==> src/sv/sed_pkg.sv <==
// shared types and constants for the stx/etx escape deframer
// no dependencies
package sed_pkg;

   localparam logic [7:0] SYM_STX       = 8'h02;
   localparam logic [7:0] SYM_ETX       = 8'h03;
   localparam logic [7:0] SYM_ESC       = 8'h1B;
   localparam logic [7:0] CODE_STX      = 8'hE7;
   localparam logic [7:0] CODE_ETX      = 8'hE8;
   localparam logic [7:0] CODE_ESC      = 8'h00;
   localparam logic [7:0] CHECK_MASK    = 8'h7F;
   localparam logic [7:0] MAX_LEN_RESET = 8'd44;
   localparam logic [7:0] MIN_ENOUGH    = 8'd3;

   typedef enum logic [1:0] {
      KIND_ID      = 2'd0,
      KIND_PAYLOAD = 2'd1,
      KIND_END     = 2'd2
   } sed_kind_type;

   typedef enum logic [2:0] {
      ERR_NONE       = 3'd0,
      ERR_BAD_ESCAPE = 3'd1,
      ERR_TOO_LONG   = 3'd2,
      ERR_RESTARTED  = 3'd3,
      ERR_TOO_SHORT  = 3'd4
   } sed_error_type;

   typedef struct packed {
      logic       valid;
      logic [7:0] in_byte;
   } sed_stage_type;

   typedef struct packed {
      logic          valid;
      logic [7:0]    out_byte;
      sed_kind_type  out_kind;
      logic          checksum_ok;
      sed_error_type error_code;
   } sed_result_type;

endpackage

==> src/sv/sed_if.sv <==
// handshake channels for line bytes in and decoded items out
// depends on sed_pkg
interface sed_req_if;
   logic       valid;
   logic       ready;
   logic [7:0] in_byte;

   modport source (output valid, output in_byte, input ready);
   modport sink (input valid, input in_byte, output ready);
endinterface

interface sed_rsp_if;
   import sed_pkg::*;
   logic          valid;
   logic          ready;
   logic [7:0]    out_byte;
   sed_kind_type  out_kind;
   logic          checksum_ok;
   sed_error_type error_code;

   modport source (output valid, output out_byte, output out_kind, output checksum_ok,
                   output error_code, input ready);
   modport sink (input valid, input out_byte, input out_kind, input checksum_ok,
                 input error_code, output ready);
endinterface

==> src/sv/sed_input_stage.sv <==
// input register for raw line bytes
// depends on sed_pkg
module sed_input_stage (
   input  logic               clock,
   input  logic               reset,
   input  logic               req_valid,
   input  logic [7:0]         req_in_byte,
   output logic               req_ready,
   input  logic               out_free,
   output sed_pkg::sed_stage_type stage
);
   import sed_pkg::*;

   logic       valid_ff;
   logic       valid_in;
   logic [7:0] byte_ff;
   logic       accept;
   logic       step;

   assign step      = valid_ff && out_free;
   assign req_ready = !valid_ff || out_free;
   assign accept    = req_valid && req_ready;
   assign valid_in  = accept ? 1'b1 : (step ? 1'b0 : valid_ff);

   always_ff @(posedge clock) begin
      if (reset) begin
         valid_ff <= 1'b0;
      end else begin
         valid_ff <= valid_in;
      end
   end

   always_ff @(posedge clock) begin
      if (accept) begin
         byte_ff <= req_in_byte;
      end
   end

   assign stage.valid   = valid_ff;
   assign stage.in_byte = byte_ff;
endmodule

==> src/sv/sed_decoder.sv <==
// frame state, escape removal, hold-back and checksum
// one byte per cycle unless stalled; depends on sed_pkg
module sed_decoder (
   input  logic                   clock,
   input  logic                   reset,
   input  logic                   csr_we,
   input  logic [7:0]             csr_wdata,
   input  sed_pkg::sed_stage_type stage,
   input  logic                   out_free,
   output sed_pkg::sed_result_type result
);
   import sed_pkg::*;

   logic       step;
   logic [7:0] max_len_ff;
   logic       in_frame_ff, in_frame_in;
   logic       after_escape_ff, after_escape_in;
   logic [7:0] held_byte_ff, held_byte_in;
   logic       held_valid_ff, held_valid_in;
   logic       id_sent_ff, id_sent_in;
   logic [7:0] running_xor_ff, running_xor_in;
   logic [7:0] decoded_count_ff, decoded_count_in;
   logic       bad_escape_ff, bad_escape_in;
   logic       dec_valid;
   logic [7:0] dec_byte;
   logic       enough;
   logic [7:0] b;

   assign step = stage.valid && out_free;
   assign b    = stage.in_byte;

   always_comb begin
      in_frame_in        = in_frame_ff;
      after_escape_in    = after_escape_ff;
      held_byte_in       = held_byte_ff;
      held_valid_in      = held_valid_ff;
      id_sent_in         = id_sent_ff;
      running_xor_in     = running_xor_ff;
      decoded_count_in   = decoded_count_ff;
      bad_escape_in      = bad_escape_ff;
      result.valid       = 1'b0;
      result.out_byte    = 8'd0;
      result.out_kind    = KIND_END;
      result.checksum_ok = 1'b0;
      result.error_code  = ERR_NONE;
      dec_valid          = 1'b0;
      dec_byte           = b;
      enough             = decoded_count_ff >= MIN_ENOUGH;

      if (b == SYM_STX) begin
         if (in_frame_ff) begin
            result.valid      = 1'b1;
            result.error_code = ERR_RESTARTED;
         end
         in_frame_in      = 1'b1;
         after_escape_in  = 1'b0;
         held_byte_in     = 8'd0;
         held_valid_in    = 1'b0;
         id_sent_in       = 1'b0;
         running_xor_in   = 8'd0;
         decoded_count_in = 8'd1;
         bad_escape_in    = 1'b0;
      end else if (in_frame_ff) begin
         if (b == SYM_ETX) begin
            result.valid       = 1'b1;
            result.checksum_ok = enough && held_valid_ff &&
                                 (held_byte_ff == (running_xor_ff & CHECK_MASK));
            if (bad_escape_ff || after_escape_ff) begin
               result.error_code = ERR_BAD_ESCAPE;
            end else if (!enough) begin
               result.error_code = ERR_TOO_SHORT;
            end
            in_frame_in      = 1'b0;
            after_escape_in  = 1'b0;
            held_byte_in     = 8'd0;
            held_valid_in    = 1'b0;
            id_sent_in       = 1'b0;
            running_xor_in   = 8'd0;
            decoded_count_in = 8'd0;
            bad_escape_in    = 1'b0;
         end else begin
            if (after_escape_ff) begin
               after_escape_in = 1'b0;
               case (b)
                  CODE_STX: begin
                     dec_valid = 1'b1;
                     dec_byte  = SYM_STX;
                  end
                  CODE_ETX: begin
                     dec_valid = 1'b1;
                     dec_byte  = SYM_ETX;
                  end
                  CODE_ESC: begin
                     dec_valid = 1'b1;
                     dec_byte  = SYM_ESC;
                  end
                  default: begin
                     bad_escape_in = 1'b1;
                  end
               endcase
            end else if (b == SYM_ESC) begin
               after_escape_in = 1'b1;
            end else begin
               dec_valid = 1'b1;
            end

            if (dec_valid) begin
               if (({1'b0, decoded_count_ff} + 9'd1) >= {1'b0, max_len_ff}) begin
                  result.valid      = 1'b1;
                  result.error_code = ERR_TOO_LONG;
                  in_frame_in       = 1'b0;
                  after_escape_in   = 1'b0;
                  held_byte_in      = 8'd0;
                  held_valid_in     = 1'b0;
                  id_sent_in        = 1'b0;
                  running_xor_in    = 8'd0;
                  decoded_count_in  = 8'd0;
                  bad_escape_in     = 1'b0;
               end else begin
                  decoded_count_in = decoded_count_ff + 8'd1;
                  if (held_valid_ff) begin
                     result.valid    = 1'b1;
                     result.out_byte = held_byte_ff;
                     result.out_kind = id_sent_ff ? KIND_PAYLOAD : KIND_ID;
                     id_sent_in      = 1'b1;
                     running_xor_in  = running_xor_ff ^ held_byte_ff;
                  end
                  held_byte_in  = dec_byte;
                  held_valid_in = 1'b1;
               end
            end
         end
      end
      if (!step) begin
         result.valid = 1'b0;
      end
   end

   always_ff @(posedge clock) begin
      if (reset) begin
         max_len_ff <= MAX_LEN_RESET;
      end else if (csr_we) begin
         max_len_ff <= csr_wdata;
      end
   end

   always_ff @(posedge clock) begin
      if (reset) begin
         in_frame_ff      <= 1'b0;
         after_escape_ff  <= 1'b0;
         held_byte_ff     <= 8'd0;
         held_valid_ff    <= 1'b0;
         id_sent_ff       <= 1'b0;
         running_xor_ff   <= 8'd0;
         decoded_count_ff <= 8'd0;
         bad_escape_ff    <= 1'b0;
      end else if (step) begin
         in_frame_ff      <= in_frame_in;
         after_escape_ff  <= after_escape_in;
         held_byte_ff     <= held_byte_in;
         held_valid_ff    <= held_valid_in;
         id_sent_ff       <= id_sent_in;
         running_xor_ff   <= running_xor_in;
         decoded_count_ff <= decoded_count_in;
         bad_escape_ff    <= bad_escape_in;
      end
   end
endmodule

==> src/sv/sed_output_stage.sv <==
// result register toward the response channel
// depends on sed_pkg
module sed_output_stage (
   input  logic                    clock,
   input  logic                    reset,
   input  sed_pkg::sed_result_type result,
   output logic                    out_free,
   input  logic                    rsp_ready,
   output logic                    rsp_valid,
   output logic [7:0]              rsp_out_byte,
   output sed_pkg::sed_kind_type   rsp_out_kind,
   output logic                    rsp_checksum_ok,
   output sed_pkg::sed_error_type  rsp_error_code
);
   import sed_pkg::*;

   logic           valid_ff;
   logic           valid_in;
   sed_result_type data_ff;

   assign out_free = !valid_ff || rsp_ready;
   assign valid_in = result.valid ? 1'b1 : (valid_ff && !rsp_ready);

   always_ff @(posedge clock) begin
      if (reset) begin
         valid_ff <= 1'b0;
      end else begin
         valid_ff <= valid_in;
      end
   end

   always_ff @(posedge clock) begin
      if (result.valid) begin
         data_ff <= result;
      end
   end

   assign rsp_valid       = valid_ff;
   assign rsp_out_byte    = data_ff.out_byte;
   assign rsp_out_kind    = data_ff.out_kind;
   assign rsp_checksum_ok = data_ff.checksum_ok;
   assign rsp_error_code  = data_ff.error_code;
endmodule

==> src/sv/stx_etx_escape_deframer.sv <==
// Deframer for STX/ETX byte-stuffed serial frames: takes one raw line byte per item on req_ch
// and returns frame ID, payload and frame-end status items on rsp_ch, one byte per clock
// sustained while rsp_ch is ready. Each byte passes an input register, combinational decode
// logic and a result register; the input register can take the next byte while a result
// still waits in the response register. csr_we/csr_wdata set the largest frame length
// (reset 44); users write them only while the block is idle; the block does not enforce it.
module stx_etx_escape_deframer (
   input  logic       clock,
   input  logic       reset,
   input  logic       csr_we,
   input  logic [7:0] csr_wdata,
   sed_req_if.sink    req_ch,
   sed_rsp_if.source  rsp_ch
);
   import sed_pkg::*;

   sed_stage_type  stage;
   sed_result_type result;
   logic           out_free;

   sed_input_stage u_input (
      .clock       (clock),
      .reset       (reset),
      .req_valid   (req_ch.valid),
      .req_in_byte (req_ch.in_byte),
      .req_ready   (req_ch.ready),
      .out_free    (out_free),
      .stage       (stage)
   );

   sed_decoder u_decoder (
      .clock     (clock),
      .reset     (reset),
      .csr_we    (csr_we),
      .csr_wdata (csr_wdata),
      .stage     (stage),
      .out_free  (out_free),
      .result    (result)
   );

   sed_output_stage u_output (
      .clock           (clock),
      .reset           (reset),
      .result          (result),
      .out_free        (out_free),
      .rsp_ready       (rsp_ch.ready),
      .rsp_valid       (rsp_ch.valid),
      .rsp_out_byte    (rsp_ch.out_byte),
      .rsp_out_kind    (rsp_ch.out_kind),
      .rsp_checksum_ok (rsp_ch.checksum_ok),
      .rsp_error_code  (rsp_ch.error_code)
   );
endmodule

==> src/flat_wrapper.sv <==
// flat-port wrapper written by rule: the top's interface ports become plain ports
module stx_etx_escape_deframer_flat import sed_pkg::*;
  (clock, reset, csr_we, csr_wdata, req_ch_valid, req_ch_in_byte, req_ch_ready, rsp_ch_valid, rsp_ch_out_byte, rsp_ch_out_kind, rsp_ch_checksum_ok, rsp_ch_error_code, rsp_ch_ready);
  sed_req_if req_ch_i ();
  sed_rsp_if rsp_ch_i ();
  input  logic clock;
  input  logic reset;
  input  logic csr_we;
  input  logic [7:0] csr_wdata;
  input wire logic [$bits(req_ch_i.valid)-1:0] req_ch_valid;
  input wire logic [$bits(req_ch_i.in_byte)-1:0] req_ch_in_byte;
  output wire logic [$bits(req_ch_i.ready)-1:0] req_ch_ready;
  output wire logic [$bits(rsp_ch_i.valid)-1:0] rsp_ch_valid;
  output wire logic [$bits(rsp_ch_i.out_byte)-1:0] rsp_ch_out_byte;
  output wire logic [$bits(rsp_ch_i.out_kind)-1:0] rsp_ch_out_kind;
  output wire logic [$bits(rsp_ch_i.checksum_ok)-1:0] rsp_ch_checksum_ok;
  output wire logic [$bits(rsp_ch_i.error_code)-1:0] rsp_ch_error_code;
  input wire logic [$bits(rsp_ch_i.ready)-1:0] rsp_ch_ready;
  assign req_ch_i.valid = req_ch_valid;
  assign req_ch_i.in_byte = req_ch_in_byte;
  assign req_ch_ready = req_ch_i.ready;
  assign rsp_ch_valid = rsp_ch_i.valid;
  assign rsp_ch_out_byte = rsp_ch_i.out_byte;
  assign rsp_ch_out_kind = rsp_ch_i.out_kind;
  assign rsp_ch_checksum_ok = rsp_ch_i.checksum_ok;
  assign rsp_ch_error_code = rsp_ch_i.error_code;
  assign rsp_ch_i.ready = rsp_ch_ready;
  stx_etx_escape_deframer u_core (.clock(clock), .reset(reset), .csr_we(csr_we), .csr_wdata(csr_wdata), .req_ch(req_ch_i), .rsp_ch(rsp_ch_i));
endmodule
==> config.mk <==
export PLATFORM = sky130hd
export DESIGN_NAME = stx_etx_escape_deframer_flat
export DESIGN_NICKNAME = d
export VERILOG_FILES = /design/src/sv/sed_pkg.sv /design/src/sv/sed_if.sv /design/src/sv/sed_input_stage.sv /design/src/sv/sed_decoder.sv /design/src/sv/sed_output_stage.sv /design/src/sv/stx_etx_escape_deframer.sv /design/src/flat_wrapper.sv
export SDC_FILE = /design/constraint.sdc
export NUM_CORES = 1
export LEC_CHECK = 0
export BUFFER_PORTS_ARGS = -buffer_cell sky130_fd_sc_hd__buf_4
export CORE_MARGIN = 1.5
export CORE_UTILIZATION = 57
export DETAILED_ROUTE_END_ITERATION = 16
export PLACE_DENSITY = 0.85
export SYNTH_ARGS = -nofsm -noshare
export SYNTH_HDL_FRONTEND = slang
export SYNTH_SLANG_ARGS = --single-unit
==> constraint.sdc <==
create_clock -name clock -period 3.4 [get_ports clock]
set_input_delay 0.17 -clock clock [delete_from_list [all_inputs] [get_ports clock]]
set_output_delay 0.17 -clock clock [all_outputs]
set_load 0.01 [all_outputs]
== Word-level counts from Yosys, hierarchy flattened ==
Index checks and enable logic that the tools add are counted.
Operators by class
  magnitude comparators: 2
  add/subtract/negate cells: 2
  reduce and logical (&&, ||, !) cells: 22
  bitwise operators: 5
  $mul: 0
  shift-type cells: 0
  div/mod/pow operators: 0
  equal/unequal tests: 6
  mux-type cells: 75
Operators with widths (number)
  2-to-1 mux 8 bit: 17
  2-to-1 mux 1 bit: 45
  case mux 8 bit (3 select lines): 1
  2-to-1 mux 11 bit: 2
  2-to-1 mux 10 bit: 2
  == test 8 x 2 -> 1 bit (second input constant): 2
  == test 8 bit (second input constant): 2
  2-to-1 mux 15 bit: 1
  2-to-1 mux 3 bit: 4
  adder 8 x 1 -> 9 bit (second input constant): 1
  greater-or-equal comparator 9 x 8 -> 1 bit: 1
  adder 8 x 1 -> 8 bit (second input constant): 1
  == test 8 x 5 -> 1 bit (second input constant): 1
  == test 8 x 7 -> 1 bit: 1
  greater-or-equal comparator 8 x 2 -> 1 bit (second input constant): 1
  logical NOT 8 bit: 1
  bitwise XOR 8 bit: 1
  2-to-1 mux 2 bit: 3
  OR reduction 3 bit: 2
  OR reduction 6 bit: 1
  logical AND 1 bit: 5
  inverter 1 bit: 4
  AND reduction 4 bit: 1
  nonzero test 2 bit: 2
  other kinds (6): 10
Storage, ports and cells
  memory bits (writable): 0
  bits in latches: 0
  logic and storage cells: 128
  memories kept: 0
  register bits: 61
  memory bits (read-only): 0
  bits of input ports: 21
  output and inout port bits: 16

== Logic depth before layout (Yosys ltp) ==
Gate-level depths: netlist of run 1.
  depth after elaboration: 13
  depth in mapped cells: 12
  gate-level depth less buffers: 11

== By module ==
A second synthesis of run 1 with hierarchy kept.
Second synthesis, totals
  cells, all modules: 322
  area, all modules: 3116.7 um^2
Modules (own cells, without submodules)
  sed_decoder: area each 2347.3 um^2, instances 1, cells an instance 290, seq. area each 720.7 um^2
  sed_output_stage: area each 466.7 um^2, instances 1, cells an instance 18, seq. area each 440.4 um^2
  sed_input_stage: area each 302.8 um^2, instances 1, cells an instance 14, seq. area each 260.2 um^2

== Worst setup path before layout of run 1 ==
No wires, ideal clock.
  path kind: flip-flop to flip-flop
  start: register u_core.u_decoder.decoded_count_ff[2]
  end: register u_core.u_output.data_ff, in the netlist u_core.u_output.rsp_checksum_ok (enable)
  path slack: 266 ps
  required time: 3010 ps
  buffers on the path: 1
  cell stages (with the launch flop): 11
  library setup time: 390 ps
  arrival time: 2744 ps
  period minus slack after synthesis: 3134 ps
  cells stage by stage: dfxtp_1 > and3_1 > clkbuf_1 > nand3_1 > xnor2_1 > ha_1 > and3_1 > nand3_1 > a21oi_1 > o31ai_1 > a21oi_1
RTL lines
  from (decl): line sed_decoder.sv:22  | logic [7:0] decoded_count_ff, decoded_count_in;
  from (signal assigned): line sed_decoder.sv:164  | decoded_count_ff <= decoded_count_in;
  to (signal assigned): line sed_output_stage.sv:34  | data_ff <= result;
  to (decl): line sed_output_stage.sv:19  | sed_result_type data_ff;

== Worst setup path in the final report of run 1 ==
  start: register u_core.u_decoder.decoded_count_ff[0]
  end: register u_core.u_decoder.decoded_count_ff[4]
Between the ends
  cells in the longest elaborated chain, start to end: 7
  elaborated cells on any way between the ends: 8
  those cells by class: add/sub (2); order compare (1); mux (5)
Ends and longest elaborated chain
  adder 8 x 1 -> 9 bit: line sed_decoder.sv:108  | if (({1'b0, decoded_count_ff} + 9'd1) >= {1'b0, max_len_ff}) begin
  greater-or-equal comparator 9 x 8 -> 1 bit: line sed_decoder.sv:108
  2-to-1 mux 8 bit *: line sed_decoder.sv:108
  2-to-1 mux 8 bit *: line sed_decoder.sv:107  | if (dec_valid) begin
  2-to-1 mux 8 bit *: line sed_decoder.sv:64  | if (b == SYM_ETX) begin
  2-to-1 mux 8 bit *: line sed_decoder.sv:63  | end else if (in_frame_ff) begin
  2-to-1 mux 8 bit *: line sed_decoder.sv:50  | if (b == SYM_STX) begin
Mark *: on every way between the ends. The rest lies on a longest branch, timed or not. The select of a mux whose other input is x is not followed.
A chain may end at the register's enable or synchronous reset.

==> flow_summary.ini, run 1 <==
[status]
status = finished, final reports clean

[synth]
synth_cells = 312
synth.cell_area_um2 = 2980
synthArstFlopShare_pct = 0
yosysWarningCount = 0
synth_fp_nets = 343
avgSynthCellArea_um2 = 9.54
synth_seq_area_share_pct = 47.8
yosys_register_bits = 60
synth_edf_count = 22
synth_flop_cell = dfxtp_1
ys_types = 53

[power]
p_per_area_nw_per_um2 = 406
leakagePower_nw = 1.46
ir_worst_vdd_mv = 0.255

[floorplanning]
floorplan.initialDensity_pct = 58.6
core_area_um2 = 5070
die_height_um = 75.3
rows = 26
die_x_um = 75.3
dieArea_um2 = 5660
io_pins = 37

[grt]
overflow = 0
grt_pass1_vias = 2169
busiest_layer = met2
grt_max_degree = 22
grt_first_pass_wirelength_um = 9900
grtUsageMet1_pct = 29.7
antenna_found_initial = 0
gr-usage-met3_pct = 6.43
use_met2_pct = 39.3
grt_usage_pct = 24.0

[timing]
hold_viol = 0
period_minus_slack_ns = 3.09
tns_ns = 0
finalSetupViolCount = 0
report.final.slew_viol_count = 0
max_freq_ghz = 0.324
worstMarginPinSlew_ns = 0.687
rsz0062_at_grt = no
period_share_pct = 90.8
maxSlewHeadroom_pct = 54.1
fin_skew_ns = 0.00830

[routing]
wirelength_um = 6260
vias = 2455
drtIter0Drc = 113
dr.pass1.iters = 5
antenna_left = 0
drc = 0
post_drt_wl_per_cell_um = 14.5
vias_per_cell = 5.67

[setup_path]
crit_buf_inv = 1
crit_family = simple AND/OR/NAND/NOR gates
critPathArrivalTime_ns = 3.35
start_kind = flop
critPathCaptureType = flop
crit_type = reg -> reg
critPathMaxFanout = 11
path_cells = ha_1 > and3_1 > nand3_1 > xnor2_1 > ha_1 > and3_1 > a221oi_1 > nand2_1 > nor3_1 > buf_4 > nand3_2 > o31ai_1
cpMaxStageDelayCell = dfxtp_1
cp.required_ns = 3.66
reg2reg_slack_ns = 0.31
slowest_delay_ns = 0.40

[final_layout]
drive_gt1_share_pct = 18.2
antenna_cells = 0
nNetsFinal = 389
post-route-util_pct = 70.3
area_growth_pct = 20.0

[placed_design]
gp_congestion = 0.955
place_hpwl_um = 4480
port_buffers = 36

[clocking]
clk_path_buf_depth = 2
cts_max_level = 3
clock_latency_ns = 0.35
tritoncts = built
cts.sinks = 60
clk_pin_slew_ns = 0.06
cts_resized = 0
cts.root.buffer_cell = clkbuf_8
numCtsBuffers = 9

[worst_hold_path]
hp-class = in -> reg

[job]
drv_cap = 0
==> cell usage after synthesis, types with 2 or more instances <==
cell type,n,area share [%]
or2_1,2,0.42
a21o_1,2,0.50
clkbuf_1,10,1.3
dfxtp_1,38,26
nand2b_1,5,1.1
and3_1,12,2.5
nand3_2,2,0.67
o21ai_0,2,0.34
a31oi_1,2,0.42
mux2i_1,6,2.0
a41o_1,3,1.0
o211ai_1,4,1.0
nor4_1,3,0.63
and4b_1,2,0.67
nand3b_1,2,0.50
nand3_1,26,4.4
nand2_1,28,3.5
xor2_1,3,0.88
a211oi_1,2,0.50
o31ai_1,2,0.50
xnor2_1,10,2.9
nand4_1,4,0.84
o22ai_1,7,1.5
nor3_4,2,1.1
inv_1,19,2.4
nor3_1,10,1.7
o21ai_1,8,1.3
edfxtp_1,22,22
nor2_1,22,2.8
ha_1,10,4.2
a21oi_1,20,3.4
==> cell families (layout without fill, tap and decap cells) <==
logic type                 count (synthesis)  in the layout  synth area share, %
and+or+nand+nor                          127            127                 22.9
AOI/OAI and AO/OA                         63             63                 14.7
DFF                                       60             60                 47.8
buffers and inverters                     33             84                 4.58
xor gates and xnor gates                  13             13                 3.83
adders and majority gates                 10             10                 4.21
muxes                                      6              6                 2.02
==> power breakdown <==
group	switching (mW)	total (mW)	internal (mW)
clock	0.268	0.602	0.334
sequential	0.0120	0.766	0.754
combinational	0.0397	0.0804	0.0406
==> final cells by class <==
class / count / area [um2]
fill: 385 / 1510
sequential: 60 / 1420
multi-input combinational: 219 / 1420
timing repair buffer: 49 / 388
clock buffer: 11 / 131
tap: 70 / 87.6
inverter: 19 / 71.3
clock inverter: 5 / 52.6
==> timing repair <==
action	in CTS	in global routing
hold buffers	8	0
buffers inserted	0	0
hold endpoints to repair	8	0
==> worst min-delay path, cell delays in order <==
cell      delay, ns
buf_4          0.08
nand2_1        0.04
o211ai_1       0.06
==> path summary, 6_finish.rpt <==
kind	startpoint	endpoint	depth (start not counted)
worst min-delay path	csr_wdata[5]	u_core.u_decoder.max_len_ff[5]	3
worst min register to register	u_core.u_decoder.running_xor_ff[1]	u_core.u_decoder.running_xor_ff[1]	2
worst max register to register	u_core.u_decoder.decoded_count_ff[0]	u_core.u_decoder.decoded_count_ff[4]	12
worst max-delay path	u_core.u_decoder.decoded_count_ff[0]	u_core.u_decoder.decoded_count_ff[4]	12
==> cell usage in the layout, fill, tap and decap left out, drive strengths merged, types with 11 or more instances in the layout <==
master  Yosys  layout
and3       12      12
nor2       23      23
nand3      28      28
inv        19      19
buf         4      41
dfxtp      38      38
edfxtp     22      22
nand2      28      28
nor3       12      12
clkbuf     10      11
a21oi      20      20
==> stage by stage <==
stage          std cells  cell area [um2]  power (mW)  hold slack, ns  setup WS [ns]
2_1_floorplan        312             2980       0.822           0.269          0.266
3_3_place_gp         409             3310       0.852           0.348          0.495
3_5_place_dp         409             3310       0.854           0.349          0.351
4_1_cts              433             3570        1.46          0.0326          0.321
5_1_grt              433             3570        1.49          0.0486         0.0395
6_report             433             3570        1.45          0.0392          0.313
==> layer usage <==
| metal | wire [um] | up-vias | share of wire (%) |
|---|---|---|---|
| met5 | 0 | - | 0 |
| met4 | 117 | 0 | 1.9 |
| met3 | 275 | 11 | 4.4 |
| met2 | 3020 | 76 | 48 |
| met1 | 2850 | 1138 | 45 |
| li1 | - | 1230 | - |
==> state kept, by name, indices dropped and copies added, names as in the netlist, 2 cells and up <==
name,flops
u_core.u_input.byte_ff,8
u_core.u_decoder.held_byte_ff,8
u_core.u_output.rsp_error_code,3
u_core.u_decoder.max_len_ff,8
u_core.u_decoder.decoded_count_ff,8
u_core.u_output.rsp_out_kind,2
u_core.u_output.rsp_out_byte,8
u_core.u_decoder.running_xor_ff,7
(Power assumes the default switching activity.)
==> inputs of run 2 (changes only) <==
Settings changed: CORE_ASPECT_RATIO from default to 1.5.
==> run 2 against run 1 <==
Combinational power about the same. Sequential cell count is the same. Total power is 12% higher. Core utilization increased by 0.94 points. Setup slack lost 0.062 ns. Design area increased by 1.5%. First-iteration DRC count up 15%. Non-clock buffer count unchanged. Via count up 1.4%. Clock power grew 28%. Critical path type unchanged. Highest routed layer unchanged.
==> flow_summary.ini, run 2 (synthesis results as in run 1) <==
[status]
status = finished, final reports clean

[power]
p_per_area_nw_per_um2 = 446
seqPwrFrac_pct = 47.4
p_clk_share_pct = 47.6
sw_frac_of_total_pct = 21.0
p_int_mw = 1.28
leakagePower_nw = 1.48
ir_worst_vdd_mv = 0.428
p_comb_share_pct = 5.0
total_power_mw = 1.62
p_sw_mw = 0.339

[setup_path]
worstRegToRegCells = 11
slowest_delay_ns = 0.41
crit_buf_inv = 1
cp.required_ns = 3.49
critPathCaptureType = flop
crit_type = reg -> reg
timing.rr.start = u_core.u_decoder.decoded_count_ff[0]
path_cells = ha_1 > and3_1 > nand3_1 > xnor2_1 > ha_1 > and3_1 > a221oi_1 > nand2_1 > o31ai_1 > a21oi_1 > buf_4
critPathMaxFanout = 14
cpMaxStageDelayCell = dfxtp_1
crit_family = compound AO/OA/AOI/OAI gates
reg2reg_slack_ns = 0.25
critPathArrivalTime_ns = 3.24
r2r_end = u_core.u_output.rsp_out_byte[3]
start_kind = flop

[final_layout]
layout_common_cells = 41 x buf_4, 38 x dfxtp_1, 28 x nand2_1, 26 x nand3_1, 22 x edfxtp_1
post-route-util_pct = 71.3
drive_gt1_share_pct = 19.0
layout_commonest_cell = buf_4
area_growth_pct = 21.8
nNetsFinal = 389
antenna_cells = 0
final_cell_area_um2 = 3620
fillers = 384

[worst_hold_path]
hp-start = csr_wdata[5]
min_to = u_core.u_decoder.max_len_ff[5]
hp-class = in -> reg
min_path_cells = 3

[timing]
finalSetupViolCount = 0
rsz0062_at_grt = no
worstMarginPinSlew_ns = 0.692
hold_viol = 0
maxSlewHeadroom_pct = 53.8
period_minus_slack_ns = 3.15
report.final.slew_viol_count = 0
max_freq_ghz = 0.317
period_share_pct = 92.6
layout_setup_ws_ns = 0.250
tns_ns = 0
fin_skew_ns = 0.00651

[clocking]
cts_max_level = 3
cts.root.buffer_cell = clkbuf_8
cts.sinks = 60
post_cts.repair.setup_buffers = 0
tritoncts = built
numCtsBuffers = 9
clk_path_buf_depth = 2
clk_pin_slew_ns = 0.07
clock_latency_ns = 0.34

[floorplanning]
core_area_um2 = 5080
floorplan.initialDensity_pct = 58.5
io_pins = 37
rows = 32
die_x_um = 62.0
dieArea_um2 = 5670
die_height_um = 91.5

[grt]
grt_usage_pct = 25.0
overflow = 0
grt_max_degree = 22
grt_pass1_vias = 2340
grt_first_pass_wirelength_um = 10500
antenna_found_initial = 0

[placed_design]
port_buffers = 36
pre_cts_slack_ns = 0.301
place_hpwl_um = 4560
placed_area_um2 = 3300
gp_congestion = 0.917

[routing]
drc = 0
vias_per_cell = 5.77
post_drt_wl_per_cell_um = 15.1
drtIter0Drc = 130
antenna_left = 0
vias = 2489
dr.pass1.iters = 4
wirelength_um = 6500

[job]
drv_cap = 0
==> run 2: cell count changes in the layout (fill, tap and decap cells not counted), sizes merged <==
cell      before  now
clkbuf        11    9
clkinvlp       1    2
clkinv         3    2
bufinv         1    3
==> run 2: area by class of cell <==
type	instances	area (um2)	share of cell area, %
multi-input combinational	219	1420	39.2
tap	68	85.1	2.35
sequential	60	1420	39.2
timing repair buffer	49	388	10.7
clock buffer	9	124	3.42
inverter	19	71.3	1.97
clock inverter	7	115	3.18
==> run 2: worst max path at each step <==
| stage | slack [ns] | cells after the start | end | startpoint |
|---|---|---|---|---|
| floorplan | 0.27 | 10 | u_core.u_output.rsp_checksum_ok | u_core.u_decoder.decoded_count_ff[2] |
| global placement | 0.34 | 11 | u_core.u_output.rsp_out_byte[1] | u_core.u_decoder.decoded_count_ff[0] |
| detailed placement | 0.30 | 11 | u_core.u_output.rsp_out_byte[1] | u_core.u_decoder.decoded_count_ff[0] |
| CTS | 0.25 | 11 | u_core.u_output.rsp_out_byte[6] | u_core.u_decoder.decoded_count_ff[0] |
| global route | 0.003 | 12 | u_core.u_decoder.decoded_count_ff[4] | u_core.u_decoder.decoded_count_ff[0] |
| finish | 0.25 | 11 | u_core.u_output.rsp_out_byte[3] | u_core.u_decoder.decoded_count_ff[0] |
==> run 2: timing repair <==
item / 4_1_cts / 5_1_grt
gates resized for setup: 0 / 1
hold buffers: 8 / 0
endpoints found under the hold margin: 8 / 0
setup endpoints to repair: 0 / 1
==> run 2: per-layer routing <==
metal | wire length (um) | share of wire [%] | global-route usage [%]
met5 | 0 | 0 | 0
met3 | 309 | 4.8 | 4.27
met4 | 211 | 3.2 | 13.3
met2 | 3460 | 53 | 41.8
met1 | 2530 | 39 | 28.7
==> run 2: worst reg2reg max path, delay by kind of cell (launching register included) <==
kind                       cells  cell delay (ns)
AOI/OAI and AO/OA              3             0.86
xor gates and xnor gates       1             0.24
adders and majority gates      2             0.49
buffers and inverters          1             0.21
DFF                            1             0.41
and+or+nand+nor                4             0.69
==> run 2: metrics by stage <==
stage / hold slack [ns] / instances
4_1_cts: 0.0330 / 431
3_3_place_gp: 0.349 / 407
2_1_floorplan: 0.269 / 312
6_report: 0.0451 / 431
5_1_grt: 0.0542 / 431
3_5_place_dp: 0.349 / 407
==> run 2: power by group through the flow <==
stage	Clock, mW	Sequential, mW	Combinational (mW)
after floorplan	0	0.778	0.0436
after global placement	0	0.781	0.0696
after detailed placement	0	0.782	0.0713
after CTS	0.778	0.766	0.0795
after global routing	0.800	0.768	0.0882
final	0.769	0.767	0.0805
==> inputs of run 3 (changes only) <==
Settings changed: CORE_ASPECT_RATIO 1.5 to 0.75.
==> run 3 against run 2 <==
Clock skew is 0.00078 ns lower. Non-clock buffer count stayed put. Sequential share of layout area is 0.054 points lower. Critical endpoint is now u_core.u_output.rsp_out_kind[0].
==> flow_summary.ini, run 3 (synthesis results as in run 1) <==
[status]
status = finished, final reports clean

[clocking]
cts_max_level = 3
cts.root.buffer_cell = clkbuf_8
clk_pin_slew_ns = 0.07
numCtsBuffers = 9
clock_latency_ns = 0.34
cts.sinks = 60
clk_path_buf_depth = 2
tritoncts = built

[final_layout]
layout_commonest_cell = buf_4
nNetsFinal = 389
drive_gt1_share_pct = 18.5
fin_cells = 423
antenna_cells = 0
area_growth_pct = 22.0
layout_common_cells = 41 x buf_4, 38 x dfxtp_1, 28 x nand2_1, 26 x nand3_1

[grt]
grt_first_pass_wirelength_um = 10800
grt_max_degree = 22
grt_pass1_vias = 2290
grt_usage_pct = 25.4
antenna_found_initial = 0
overflow = 0

[placed_design]
placed_cells = 399
port_buffers = 36
pre_cts_slack_ns = 0.363
gp_congestion = 0.980
place_hpwl_um = 4620

[worst_hold_path]
hp-class = in -> reg
min_path_cells = 3
hp-start = csr_wdata[5]
min_to = u_core.u_decoder.max_len_ff[5]

[floorplanning]
floorplan.initialDensity_pct = 60.1
io_pins = 37
die_x_um = 86.4
dieArea_um2 = 5670
die_height_um = 65.6
core_area_um2 = 4950
rows = 22

[routing]
wirelength_um = 6590
drc = 0
post_drt_wl_per_cell_um = 15.6
antenna_left = 0
vias_per_cell = 5.98
drtIter0Drc = 324
dr.pass1.iters = 6
vias = 2529

[setup_path]
crit_type = reg -> reg
reg2reg_slack_ns = 0.15
critPathCaptureType = flop
r2r_end = u_core.u_output.rsp_out_kind[0]
critPathArrivalTime_ns = 3.34
cp.required_ns = 3.49
critPathMaxFanout = 14
start_kind = flop
timing.rr.start = u_core.u_decoder.decoded_count_ff[2]
worstRegToRegCells = 10

[timing]
fin_skew_ns = 0.00573
period_share_pct = 95.6
maxSlewHeadroom_pct = 54.6
tns_ns = 0
rsz0062_at_grt = no
period_minus_slack_ns = 3.25
worstMarginPinSlew_ns = 0.680
report.final.slew_viol_count = 0
finalSetupViolCount = 0
hold_viol = 0
max_freq_ghz = 0.308
layout_setup_ws_ns = 0.149

[power]
leakagePower_nw = 1.50
total_power_mw = 1.64
ir_worst_vdd_mv = 0.329
p_per_area_nw_per_um2 = 452

[job]
drv_cap = 0
==> run 3: where the power goes <==
| group | total (mW) | switching (mW) | internal, mW |
|---|---|---|---|
| combinational | 0.0810 | 0.0403 | 0.0407 |
| sequential | 0.767 | 0.0128 | 0.754 |
| clock | 0.793 | 0.271 | 0.522 |
==> run 3: critical path: stages (launching register included) <==
cell and delay [ns]:
dfxtp_1 0.43, and3_1 0.32, nand3_1 0.17, xnor2_2 0.25, ha_1 0.30, and3_1 0.22, a221oi_1 0.41, nand2_1 0.17
o31ai_1 0.37, a21oi_1 0.14, buf_4 0.21
==> run 3: how the worst max path moves through the flow <==
stage	start	to	slack, ns	cells past startpoint
4_1_cts	u_core.u_decoder.decoded_count_ff[2]	u_core.u_output.rsp_error_code[2]	0.18	10
5_1_grt	u_core.u_decoder.decoded_count_ff[2]	u_core.u_decoder.decoded_count_ff[4]	0.02	11
6_report	u_core.u_decoder.decoded_count_ff[2]	u_core.u_output.rsp_out_kind[0]	0.15	10
2_1_floorplan	u_core.u_decoder.decoded_count_ff[2]	u_core.u_output.rsp_checksum_ok	0.27	10
3_3_place_gp	u_core.u_decoder.decoded_count_ff[0]	u_core.u_decoder.decoded_count_ff[4]	0.51	12
3_5_place_dp	u_core.u_decoder.decoded_count_ff[0]	u_core.u_decoder.decoded_count_ff[4]	0.36	12
==> run 3: what timing repair did <==
item,in CTS,in global routing
setup buffers,0,0
gates resized for setup,0,1
hold buffers,8,0
endpoints found under the setup margin,0,3
hold endpoints to repair,8,0
==> run 3: final cells by class <==
cell class                      count  area, um2
Timing Repair Buffer               49        388
Tap cell                           60       75.1
Clock inverter                      5       97.6
Fill cell                         360       1330
Sequential cell                    60       1420
Clock buffer                       11        151
Inverter                           19       71.3
Multi-Input combinational cell    219       1430
==> run 3: per-layer routing <==
| layer | routed length, um | track usage (%) |
|---|---|---|
| met5 | 0 | 0 |
| met3 | 676 | 8.42 |
| met2 | 2860 | 38.1 |
| met1 | 2910 | 33.8 |
| met4 | 146 | 10.5 |
==> run 3: through the flow <==
stage	utilization, %	hold slack, ns	instance area (um2)
global route	73.3	0.0447	3630
floorplan	-	0.269	2980
detailed placement	66.5	0.349	3290
finish	73.3	0.0405	3630
global placement	66.5	0.348	3290
CTS	73.1	0.0259	3620
